<file path="src/rtl/iol_pkg.sv">
package iol_pkg;

    typedef enum logic [1:0] {
        SEL_HOLD,
        SEL_LEFT,
        SEL_RIGHT,
        SEL_LOAD
    } t_cell_sel;

    typedef enum logic {
        S_IDLE,
        S_DUMP
    } t_state;

    localparam logic [1:0] STAT_DONE  = 2'd0;
    localparam logic [1:0] STAT_FULL  = 2'd1;
    localparam logic [1:0] STAT_EMPTY = 2'd2;

    localparam logic MODE_INSERT = 1'b0;
    localparam logic MODE_REMOVE = 1'b1;

endpackage

</file>
<file path="src/rtl/iol_cell.sv">
module iol_cell
    import iol_pkg::*;
(
    input  logic               i_clk,
    input  t_cell_sel          i_sel,
    input  logic signed [31:0] i_left,
    input  logic signed [31:0] i_right,
    input  logic signed [31:0] i_load,
    output logic signed [31:0] o_q
);

    logic signed [31:0] r_q;
    logic signed [31:0] n_q;

    always_comb begin
        unique case (i_sel)
            SEL_HOLD:  n_q = r_q;
            SEL_LEFT:  n_q = i_left;
            SEL_RIGHT: n_q = i_right;
            SEL_LOAD:  n_q = i_load;
            default:   n_q = r_q;
        endcase
    end

    always_ff @(posedge i_clk) begin
        r_q <= n_q;
    end

    assign o_q = r_q;

endmodule

</file>
<file path="src/rtl/indexed_ordered_list.sv">
// Channel   Direction  Handshake                  Payload
// request   in         i_start, o_busy            i_mode, i_position, i_value
// result    out        o_strobe (one cycle each)  o_entry_value, o_entry_index, o_status,
//                                                 o_entry_count, o_list_empty, o_last
//
// At acceptance the cell chain shifts once; the dump state then rotates it
// once per cycle through all DEPTH cells while cell 0 is reported.
// Results appear for the entries in index order, or once for an empty list.
// Reset is synchronous and active low; it clears the entry count and the controller.
// The receiver cannot stall; o_busy holds off new requests until the rotation ends.
module indexed_ordered_list
    import iol_pkg::*;
#(
    parameter int DEPTH = 16
) (
    input  logic               i_clk,
    input  logic               i_rst_n,
    input  logic               i_start,
    output logic               o_busy,
    input  logic               i_mode,
    input  logic [15:0]        i_position,
    input  logic signed [31:0] i_value,
    output logic               o_strobe,
    output logic signed [31:0] o_entry_value,
    output logic [3:0]         o_entry_index,
    output logic [1:0]         o_status,
    output logic [4:0]         o_entry_count,
    output logic               o_list_empty,
    output logic               o_last
);

    localparam int IW = $clog2(DEPTH);
    localparam int CW = $clog2(DEPTH + 1);

    t_state          r_state, n_state;
    logic [IW-1:0]   r_cnt, n_cnt;
    logic [CW-1:0]   r_count, n_count;
    logic [1:0]      r_status, n_status;

    t_cell_sel          sel   [DEPTH];
    logic signed [31:0] q     [DEPTH];
    logic signed [31:0] left  [DEPTH];
    logic signed [31:0] right [DEPTH];

    logic            accept;
    logic [15:0]     count_ext;
    logic [CW-1:0]   pos_c;
    logic [CW-1:0]   cnt_ext;
    logic [IW+3:0]   idx_wide;
    logic [CW+4:0]   count_wide;

    assign accept    = i_start && (r_state == S_IDLE);
    assign count_ext = 16'(r_count);
    assign cnt_ext   = CW'(r_cnt);

    // Clamp the position to the list end for the requested operation.
    always_comb begin
        if (i_mode == MODE_INSERT) begin
            pos_c = (i_position > count_ext) ? r_count : i_position[CW-1:0];
        end else begin
            pos_c = (i_position >= count_ext) ? (r_count - CW'(1)) : i_position[CW-1:0];
        end
    end

    always_comb begin
        for (int i = 0; i < DEPTH; i++) begin
            sel[i] = SEL_HOLD;
            if (r_state == S_DUMP) begin
                sel[i] = SEL_RIGHT;
            end else if (accept) begin
                if (i_mode == MODE_INSERT && r_count != CW'(DEPTH)) begin
                    if (CW'(i) > pos_c) begin
                        sel[i] = SEL_LEFT;
                    end else if (CW'(i) == pos_c) begin
                        sel[i] = SEL_LOAD;
                    end
                end else if (i_mode == MODE_REMOVE && r_count != '0) begin
                    if (CW'(i) >= pos_c) begin
                        sel[i] = SEL_RIGHT;
                    end
                end
            end
        end
    end

    // The last cell's right neighbor is cell 0, which closes the ring for the dump.
    genvar g;
    generate
        for (g = 0; g < DEPTH; g++) begin : g_cell
            if (g == 0) begin : g_head
                assign left[g] = i_value;
            end else begin : g_body
                assign left[g] = q[g-1];
            end
            assign right[g] = q[(g + 1) % DEPTH];

            iol_cell u_cell (
                .i_clk   (i_clk),
                .i_sel   (sel[g]),
                .i_left  (left[g]),
                .i_right (right[g]),
                .i_load  (i_value),
                .o_q     (q[g])
            );
        end
    endgenerate

    always_comb begin
        n_state  = r_state;
        n_cnt    = r_cnt;
        n_count  = r_count;
        n_status = r_status;
        unique case (r_state)
            S_IDLE: begin
                if (accept) begin
                    n_state  = S_DUMP;
                    n_cnt    = '0;
                    n_status = STAT_DONE;
                    if (i_mode == MODE_INSERT) begin
                        if (r_count == CW'(DEPTH)) begin
                            n_status = STAT_FULL;
                        end else begin
                            n_count = r_count + CW'(1);
                        end
                    end else begin
                        if (r_count == '0) begin
                            n_status = STAT_EMPTY;
                        end else begin
                            n_count = r_count - CW'(1);
                        end
                    end
                end
            end
            S_DUMP: begin
                n_cnt = r_cnt + IW'(1);
                if (r_cnt == IW'(DEPTH - 1)) begin
                    n_state = S_IDLE;
                end
            end
            default: n_state = S_IDLE;
        endcase
    end

    always_ff @(posedge i_clk) begin
        if (!i_rst_n) begin
            r_state  <= S_IDLE;
            r_cnt    <= '0;
            r_count  <= '0;
            r_status <= STAT_DONE;
        end else begin
            r_state  <= n_state;
            r_cnt    <= n_cnt;
            r_count  <= n_count;
            r_status <= n_status;
        end
    end

    assign idx_wide   = {4'b0, r_cnt};
    assign count_wide = {5'b0, r_count};

    always_comb begin
        o_busy        = 1'b0;
        o_strobe      = 1'b0;
        o_list_empty  = (r_count == '0);
        o_last        = 1'b0;
        o_entry_value = q[0];
        o_entry_index = idx_wide[3:0];
        o_status      = r_status;
        o_entry_count = count_wide[4:0];
        unique case (r_state)
            S_IDLE: begin
                o_busy = 1'b0;
            end
            S_DUMP: begin
                o_busy = 1'b1;
                if (r_count == '0) begin
                    o_strobe      = (r_cnt == '0);
                    o_last        = 1'b1;
                    o_entry_value = '0;
                end else begin
                    o_strobe = (cnt_ext < r_count);
                    o_last   = (cnt_ext == r_count - CW'(1));
                end
            end
            default: o_busy = 1'b0;
        endcase
    end

    a_strobe_busy: assert property (@(posedge i_clk) disable iff (!i_rst_n)
        o_strobe |-> o_busy)
        else $error("result strobe outside a dump");

    a_accept_busy: assert property (@(posedge i_clk) disable iff (!i_rst_n)
        (i_start && !o_busy) |=> (o_busy && o_strobe && o_entry_index == 4'd0))
        else $error("accepted request did not start its report");

    a_empty_last: assert property (@(posedge i_clk) disable iff (!i_rst_n)
        (o_strobe && o_list_empty) |-> o_last)
        else $error("empty report not marked last");

    a_single_last: assert property (@(posedge i_clk) disable iff (!i_rst_n)
        (o_strobe && o_last) |=> !o_strobe)
        else $error("result after the last one of a report");

    a_count_range: assert property (@(posedge i_clk) disable iff (!i_rst_n)
        r_count <= CW'(DEPTH))
        else $error("entry count beyond depth");

endmodule

</file>
<file path="config.mk">
export PLATFORM = sky130hd
export DESIGN_NAME = indexed_ordered_list
export DESIGN_NICKNAME = d
export VERILOG_FILES = /design/src/rtl/iol_pkg.sv /design/src/rtl/iol_cell.sv /design/src/rtl/indexed_ordered_list.sv
export SDC_FILE = /design/constraint.sdc
export NUM_CORES = 1
export LEC_CHECK = 0
export BUFFER_PORTS_ARGS = -buffer_cell sky130_fd_sc_hd__buf_2
export CAP_MARGIN = 20
export CORE_MARGIN = 2
export CORE_UTILIZATION = 57
export CTS_CLUSTER_DIAMETER = 200
export CTS_CLUSTER_SIZE = 24
export DETAILED_ROUTE_END_ITERATION = 10
export PLACE_DENSITY_LB_ADDON = 0.2
export SLEW_MARGIN = 5
export SYNTH_ARGS = -nofsm -noshare
export SYNTH_HDL_FRONTEND = slang
export SYNTH_HIERARCHICAL = 1
export SYNTH_SLANG_ARGS = --single-unit
</file>
<file path="constraint.sdc">
create_clock -name i_clk -period 4.29 [get_ports i_clk]
set_input_delay 0.2145 -clock i_clk [delete_from_list [all_inputs] [get_ports i_clk]]
set_output_delay 0.2145 -clock i_clk [all_outputs]
set_load 0.05 [all_outputs]
</file>
Word level (Yosys, flattened, before mapping)
Index checks and enable logic that the tools add are counted.

word-level totals
  register bits = 524
  bits of input ports = 52
  logic and storage cells = 305

cells by class
  add/subtract/negate cells = 3
  magnitude comparators = 35
  equal/unequal tests = 70
  mux-type cells = 149
  bitwise logic cells = 2
  reductions and logical operators = 26

operators with widths
  cell                                                                                 number
  32-bit case mux with 3 select lines                                                  15
  2-bit two-way mux                                                                    114
  2-bit == test (second input constant)                                                32
  32-bit two-way mux                                                                   2
  32-bit case mux with 2 select lines                                                  1
  4-bit by 5-bit == test with 1-bit output (first input constant)                      8
  4-bit by 5-bit greater-or-equal comparator with 1-bit output (first input constant)  8
  4-bit by 5-bit greater-than comparator with 1-bit output (first input constant)      8
  2-bit by 1-bit == test with 1-bit output (second input constant)                     16
  2-bit zero test                                                                      16
  5-bit two-way mux                                                                    6
  3-bit by 5-bit == test with 1-bit output (first input constant)                      4
  3-bit by 5-bit greater-or-equal comparator with 1-bit output (first input constant)  4
  3-bit by 5-bit greater-than comparator with 1-bit output (first input constant)      4
  16-bit by 5-bit greater-or-equal comparator with 1-bit output                        1
  16-bit by 5-bit greater-than comparator with 1-bit output                            1
  2-bit by 5-bit == test with 1-bit output (first input constant)                      2
  1-bit by 5-bit greater-or-equal comparator with 1-bit output (first input constant)  2
  2-bit by 5-bit greater-or-equal comparator with 1-bit output (first input constant)  2
  1-bit by 5-bit greater-than comparator with 1-bit output (first input constant)      2
  2-bit by 5-bit greater-than comparator with 1-bit output (first input constant)      2
  5-bit zero test                                                                      2
  4-bit case mux with 2 select lines                                                   1
  1-bit two-way mux                                                                    7
  other kinds (19)                                                                     25

Longest topological paths before layout
Gate-level depths: netlist (run 1).

  depth after elaboration = 12
  mapped depth = 17
  depth with buffers taken out = 12

Cells and area by module
The synthesis (run 1) kept the hierarchy.

modules (own cells, without submodules)
  module                instances  cells each  area an instance (um2)
  iol_cell              16         140         1,672.9
  indexed_ordered_list  1          284         1,988.2

Least setup slack after synthesis (run 1)
OpenSTA, ideal clock, no wires.

  path kind = register -> register
  start point = register r_count[4] (netlist: o_entry_count[4])
  end point = register g_cell[0].u_cell.r_q[0], enable pin
  setup time = 375 ps
  arrival time = 4,158 ps
  slack = -243 ps
  stages on the path, launching flop included = 15
  period minus slack after synthesis = 4,533 ps
  cells stage by stage = dfxtp_1 -> clkbuf_1 -> inv_1 -> ha_1 -> nor4_2 -> or3b_1 -> buf_2 -> o32a_2 -> o221ai_4 -> nand3_4 -> or3_4 -> nor2_1 -> buf_6 -> buf_12 -> or2_2

RTL lines
  element                 line                         RTL
  start, declared         indexed_ordered_list.sv:37   logic [CW-1:0] r_count, n_count;
  start signal, assigned  indexed_ordered_list.sv:153  r_count <= n_count;
  end signal, assigned    iol_cell.sv:26               r_q <= n_q;
  end, declared           iol_cell.sv:12               logic signed [31:0] r_q;

==> results of run 1 <==
-- worst max path at each step --
stage | to | slack [ps] | cells after the start
after detailed placement | g_cell[14].u_cell/o_q[20]$_DFFE_PP_ | 40 | 12
after global routing | g_cell[7].u_cell/o_q[25]$_DFFE_PP_ | 10 | 13
final | g_cell[13].u_cell/o_q[30]$_DFFE_PP_ | 210 | 13
after floorplan | g_cell[5].u_cell/o_q[0]$_DFFE_PP_ | 10 | 13
after CTS | g_cell[14].u_cell/o_q[30]$_DFFE_PP_ | 7 | 12
after global placement | g_cell[14].u_cell/o_q[20]$_DFFE_PP_ | 140 | 12
-- kinds of logic after synthesis --
kind of cell    share of synthesized area
buf+inv                           0.06340
flops                              0.5431
xor+xnor                         0.003046
simple gates                      0.09730
mux                                0.1789
compound gates                     0.1082
fa+ha+maj                        0.006092
-- area by class of cell --
class | instances | area share
clock buffer | 33 | 0.02229
antenna | 1 | 0.00008240
tap | 672 | 0.02769
multi-input combinational | 1788 | 0.3797
inverter | 16 | 0.001978
sequential | 524 | 0.5142
timing repair buffer | 192 | 0.05343
clock inverter | 1 | 0.0006592
-- cell usage in the layout, fill, tap and decap left out, types with 6 or more instances in the layout --
cell type / synthesis / layout
mux2i_1: 514 / 514
nor2b_1: 7 / 6
or2_4: 0 / 6
nor3_1: 10 / 10
o21ai_0: 9 / 8
nand2_1: 22 / 21
ha_1: 14 / 14
dfxtp_1: 12 / 11
buf_12: 48 / 32
nand3_1: 11 / 11
and2_1: 35 / 35
clkbuf_16: 0 / 26
buf_4: 16 / 59
nor2_1: 530 / 525
a21oi_1: 534 / 529
inv_1: 16 / 13
or2_2: 17 / 11
clkbuf_1: 61 / 7
buf_2: 53 / 98
edfxtp_1: 512 / 512
xnor2_1: 8 / 8
-- flip-flops by register name (all words and copies together), names as in the netlist --
signal,cells
g_cell.u_cell/o_q,512
o_entry_count,5
o_entry_index,4
o_status,2
r_state,1
-- synth_stat cells, types with 9 or more instances --
cell        n  share of area
or2_2      17         0.0037
nand3_1    11         0.0019
mux2i_1   514           0.18
buf_12     48          0.033
and2_1     35         0.0076
nor3_1     10         0.0017
clkbuf_1   61         0.0080
buf_2      53         0.0092
a21oi_1   534          0.093
nor2_1    530          0.069
nand2_1    22         0.0029
dfxtp_1    12         0.0084
ha_1       14         0.0061
o21ai_0     9         0.0016
buf_6      16         0.0063
edfxtp_1  512           0.53
buf_4      16         0.0042
inv_1      16         0.0021
-- per-layer routing --
| metal | vias up | part of all wire | track usage |
|---|---|---|---|
| li1 | 9238 | - | - |
| met1 | 9574 | 0.47 | 0.4454 |
| met2 | 870 | 0.42 | 0.3841 |
| met3 | 65 | 0.099 | 0.04192 |
| met4 | 0 | 0.012 | 0.04739 |
| met5 | - | 0 | 0 |
-- critical path: stages, from the launching register on --
cell       delay [ps]
dfxtp_1           430
inv_1             160
ha_1              350
and4_1            220
nand3_1           200
a2bb2oi_1         250
and2_1            300
o221ai_1          170
or2_2             370
buf_4             210
a41oi_1           370
o21ai_4           110
or2_2             320
buf_4             290
-- metrics by stage --
step / util / cells
after detailed placement: 0.5928 / 3190
after global placement: 0.5928 / 3190
after global routing: 0.6078 / 3226
final: 0.6078 / 3227
after floorplan: - / 2524
after CTS: 0.6069 / 3225
-- power by group through the flow --
stage	Sequential [µW]	Clock, µW	Combinational (µW)
floorplan	7410	0	2810
global placement	7640	0	3620
detailed placement	7640	0	3740
CTS	7560	2770	3730
global route	7680	2930	4140
finish	7590	2720	3780
-- repair_timing --
item	4_1_cts	5_1_grt
hold buffers	1	0
endpoints found under the hold margin	4	0
gates resized for setup	0	4
setup endpoints to repair	0	584
==> flow_summary.yaml, run 1 <==
sta:
  fmax_mhz: 245.0
  finalMaxSlewViolations: 0
  setup_violations: 0
  hold_viol_final: 0
  max_slew.worst_pin.slew_ps: 757.1
  setup_ws_ps: 208.2
  layout_min_cycle_time_ps: 4082
  finalCritPeriodShare: 0.9515
  fin_worst_skew_ps: 28.64
  rsz0062_at_grt: "no"
  whs_ps: 20.78
  tns_ps: 0
  maxSlewHeadroom: 0.4952
global_routing:
  grt_antenna_before_repair: 1
  grt_max_degree: 65
  gr-total-overflow: 0
  grt_pass1_vias: 18389
  grt_usage: 0.2723
  grt_pass1_wl_um: 111700
worst_setup_path:
  r2r-start: "o_entry_count[1]$_SDFFE_PN0P_"
  worst_r2r_endpoint: "g_cell[13].u_cell/o_q[30]$_DFFE_PP_"
  worstPathMaxFanout: 32
  rr_worst_depth: 13
  crit_start: "o_entry_count[1]$_SDFFE_PN0P_"
  endpoint_kind: "flop"
  ff2ff_setup_slack_ps: 210
  crit_arrival_ps: 4370
  critical_path_class: "flop to flop"
  crit_required_ps: 4580
  crit_path_start_kind: "flop"
yosys:
  avgSynthCellArea_um2: 11.39
  seq_area_frac_synth: 0.5431
  yosys_most_used_dff: "edfxtp_1"
  ys_ff_latch: 524
  async_flop_share: 0
  synth_cell_types: 63
  netlist_area_um2: 28750
  synth_edf_count: 512
  synth_nets: 2590
  ys.warnings.count: 6
  synthCells: 2524
finish:
  multi_input_area_um2: 11530
  areaGrowthSynthToFinish_pct: 5.622
  n_fill_cell: 4094
  layout-drive-gt1-share: 0.1096
  final_net_count: 2613
  final_area_um2: 30370
  register_area_um2: 15620
floorplan:
  num_rows: 82
  core_um2: 49970
  dieArea_um2: 52260
  pin_count: 99
  die_y_um: 228.6
  die_w_um: 228.6
  start_util: 0.5755
power_and_ir_drop:
  combPwrFrac: 0.268
  power_density_nw_per_um2: 463.6
  power_leakage_uw: 0.009917
  swShare: 0.3275
  p_seq_frac: 0.539
  ir_drop_v: 0.0003074
  power.total_uw: 14080
  internal_power_uw: 9469
  switchingPower_uw: 4612
  clkPwrFrac: 0.193
min_path:
  worstHoldStart: "i_start"
  min_path_type: "primary input to flop"
  hold-path-endpoint: "o_entry_index[1]$_SDFFE_PN0P_"
  hold_path_depth: 4
status:
  status: "completed"
routing:
  vias: 19747
  first_iter_violations: 2098
  vias_per_cell: 6.119
  drtPass1Iterations: 6
  wl_um: 72720
  drc: 0
  ant_nets: 0
  post_drt_wl_per_cell_um: 22.53
clocking:
  clk_pin_slew_ps: 110
  clk_latency_ps: 610
  tritoncts: "done"
  cts_buffers: 25
  cts.sinks: 524
  cts-root-buf: "clkbuf_16"
  clock_path_buffers: 3
  htree_levels: 1
  postCtsSetupBuffers: 0
job:
  cap_violations: 0
place:
  io_buffers: 98
  pre_cts_slack_ps: 43.47
  placed_area_um2: 29620
  dp_hpwl_um: 50530
  gp_congestion: 0.9452
(Power assumes the default switching activity.)
==> run 2: changes to the inputs <==
--- a/config.mk
+++ b/config.mk
@@ -9,9 +9,9 @@
 export CAP_MARGIN = 20
 export CORE_MARGIN = 2
 export CORE_UTILIZATION = 57
-export CTS_CLUSTER_DIAMETER = 200
 export CTS_CLUSTER_SIZE = 24
 export DETAILED_ROUTE_END_ITERATION = 10
+export GPL_ROUTABILITY_DRIVEN = 0
 export PLACE_DENSITY_LB_ADDON = 0.2
 export SLEW_MARGIN = 5
 export SYNTH_ARGS = -nofsm -noshare
==> constraint.sdc (replaced) <==
create_clock -name i_clk -period 4.29 [get_ports i_clk]
set_input_delay 0.2145 -clock i_clk [delete_from_list [all_inputs] [get_ports i_clk]]
set_output_delay 0.2145 -clock i_clk [all_outputs]
set_load 0.005 [all_outputs]
==> run 2 against run 1 <==
  * Fmax is 1.4% higher
  * Clock-buffer cell count is 33 higher
  * Clock skew is 9.3 ps lower
  * Cell area is 3.2% higher
  * Largest power group unchanged
  * Highest routed layer unchanged
==> flow_summary.yaml, run 2 (synthesized netlist as in run 1, its figures left out) <==
worst_setup_path:
  endpoint_kind: "flop"
  cp_common_cell: "or2_2"
  critical_path_class: "flop to flop"
  crit_path_start_kind: "flop"
  worstPathMaxFanout: 33
  slowest_delay_ps: 450
  critPathBufInv: 3
  crit_chain: "inv_1 > ha_1 > and4_1 > nand3_1 > a2bb2oi_1 > and2_1 > o221ai_1 > or2_2 > or3_4 > nor2b_4 > buf_12 > or2_2 > buf_4"
  crit_family: "simple AND/OR/NAND/NOR gates"
  crit_required_ps: 4600
  slowest_stage: "or3_4"
  crit_arrival_ps: 4330
clocking:
  tritoncts: "done"
  cts.sinks: 524
  htree_levels: 2
  clk_pin_slew_ps: 70
  clock_path_buffers: 3
  clk_latency_ps: 610
  cts_buffers: 55
  cts-root-buf: "clkbuf_16"
power_and_ir_drop:
  ir_drop_v: 0.0003713
  power_density_nw_per_um2: 504.3
  power.total_uw: 15800
  power_leakage_uw: 0.01041
finish:
  n_fill_cell: 3979
  final_area_um2: 31330
  final_net_count: 2646
  layout-drive-gt1-share: 0.1288
  mostFrequentLayoutCell: "a21oi_1"
  stdcell_count: 3296
  register_area_um2: 15620
  layout_common_cells: "529 x a21oi_1, 525 x nor2_1, 512 x mux2i_1, 512 x edfxtp_1, 98 x buf_2"
  largest_register_ff_count: 512
  antenna_cells: 0
  areaGrowthSynthToFinish_pct: 8.951
  multi_input_area_um2: 11560
  postLayoutCoreUtil: 0.6270
sta:
  hold_viol_final: 0
  layout_min_cycle_time_ps: 4024
  maxSlewHeadroom: 0.4936
  finalMaxSlewViolations: 0
  rsz0062_at_grt: "no"
  fin_worst_skew_ps: 19.36
  finalCritPeriodShare: 0.9379
  setup_violations: 0
  max_slew.worst_pin.slew_ps: 758.8
  whs_ps: 95.02
  fmax_mhz: 248.5
global_routing:
  grt_usage: 0.2791
  grt_antenna_before_repair: 1
  gr-total-overflow: 0
  grt_max_degree: 65
  grt_pass1_wl_um: 114200
  grt_pass1_vias: 18924
floorplan:
  num_rows: 82
  start_util: 0.5755
  die_y_um: 228.6
  core_um2: 49970
  pin_count: 99
  dieArea_um2: 52260
  die_w_um: 228.6
place:
  placed_area_um2: 29450
  placed_cells: 3189
  dp_hpwl_um: 50680
  io_buffers: 98
routing:
  vias_per_cell: 6.080
  drc: 0
  drtPass1Iterations: 5
  post_drt_wl_per_cell_um: 22.41
  wl_um: 73850
  first_iter_violations: 2086
  vias: 20040
  ant_nets: 0
job:
  cap_violations: 0
status:
  status: "completed"
min_path:
  min_path_type: "primary input to flop"
## run 2: cell types whose count changed in the layout (fill, tap and decap cells not counted), sizes merged
cell / delta
clkinvlp: +4
bufinv: +4
diode: -1
dlygate4sd3: +1
clkinv: +26
clkbuf: +33
buf: +2
## run 2: layer usage
layer  up-vias  part of all wire  GRT usage
li1       9345                 -          -
met1      9779              0.46     0.4271
met2       845              0.42     0.4009
met3        71              0.10    0.07473
met4         0             0.014    0.05208
met5         -                 0          0
## run 2: repair_timing
action,CTS,global route
hold buffers,2,0
resized for setup,1,21
pin swaps,0,1
setup buffers,0,3
endpoints found under the setup margin,64,453
hold endpoints to repair,7,0
## run 2: cell type report
| class | count | area share |
|---|---|---|
| timing repair buffer | 195 | 0.04853 |
| multi-input combinational | 1788 | 0.3690 |
| inverter | 16 | 0.001997 |
| clock inverter | 35 | 0.009226 |
| clock buffer | 66 | 0.04593 |
| tap | 672 | 0.02684 |
| sequential | 524 | 0.4984 |
## run 2: metrics by stage
stage	worst slack [ps]	setup TNS [ps]
after global placement	73.73	0
after global routing	41.83	0
after detailed placement	-22.43	-535.8
final	266.5	0
after CTS	127.1	0
after floorplan	93.44	0
## run 2: worst min-delay path: stages
cell and delay, ps:
buf_2 250, nand3_1 130, a21oi_1 60
## run 2: power by group
part | switching, µW | internal [µW] | leakage (µW)
clock network | 2020 | 2630 | 0.000847
registers | 588 | 7000 | 0.00494
logic | 2220 | 1350 | 0.00462
## run 2: worst paths after layout
| kind | to | start | depth (start not counted) | slack (ps) |
|---|---|---|---|---|
| max | g_cell[2].u_cell/o_q[7]$_DFFE_PP_ | o_entry_count[1]$_SDFFE_PN0P_ | 13 | 270 |
| max reg2reg | g_cell[2].u_cell/o_q[7]$_DFFE_PP_ | o_entry_count[1]$_SDFFE_PN0P_ | 13 | 270 |
| min | o_status[1]$_SDFFE_PN0P_ | i_mode | 3 | 100 |
| min reg2reg | o_status[1]$_SDFFE_PN0P_ | o_status[1]$_SDFFE_PN0P_ | 2 | 470 |
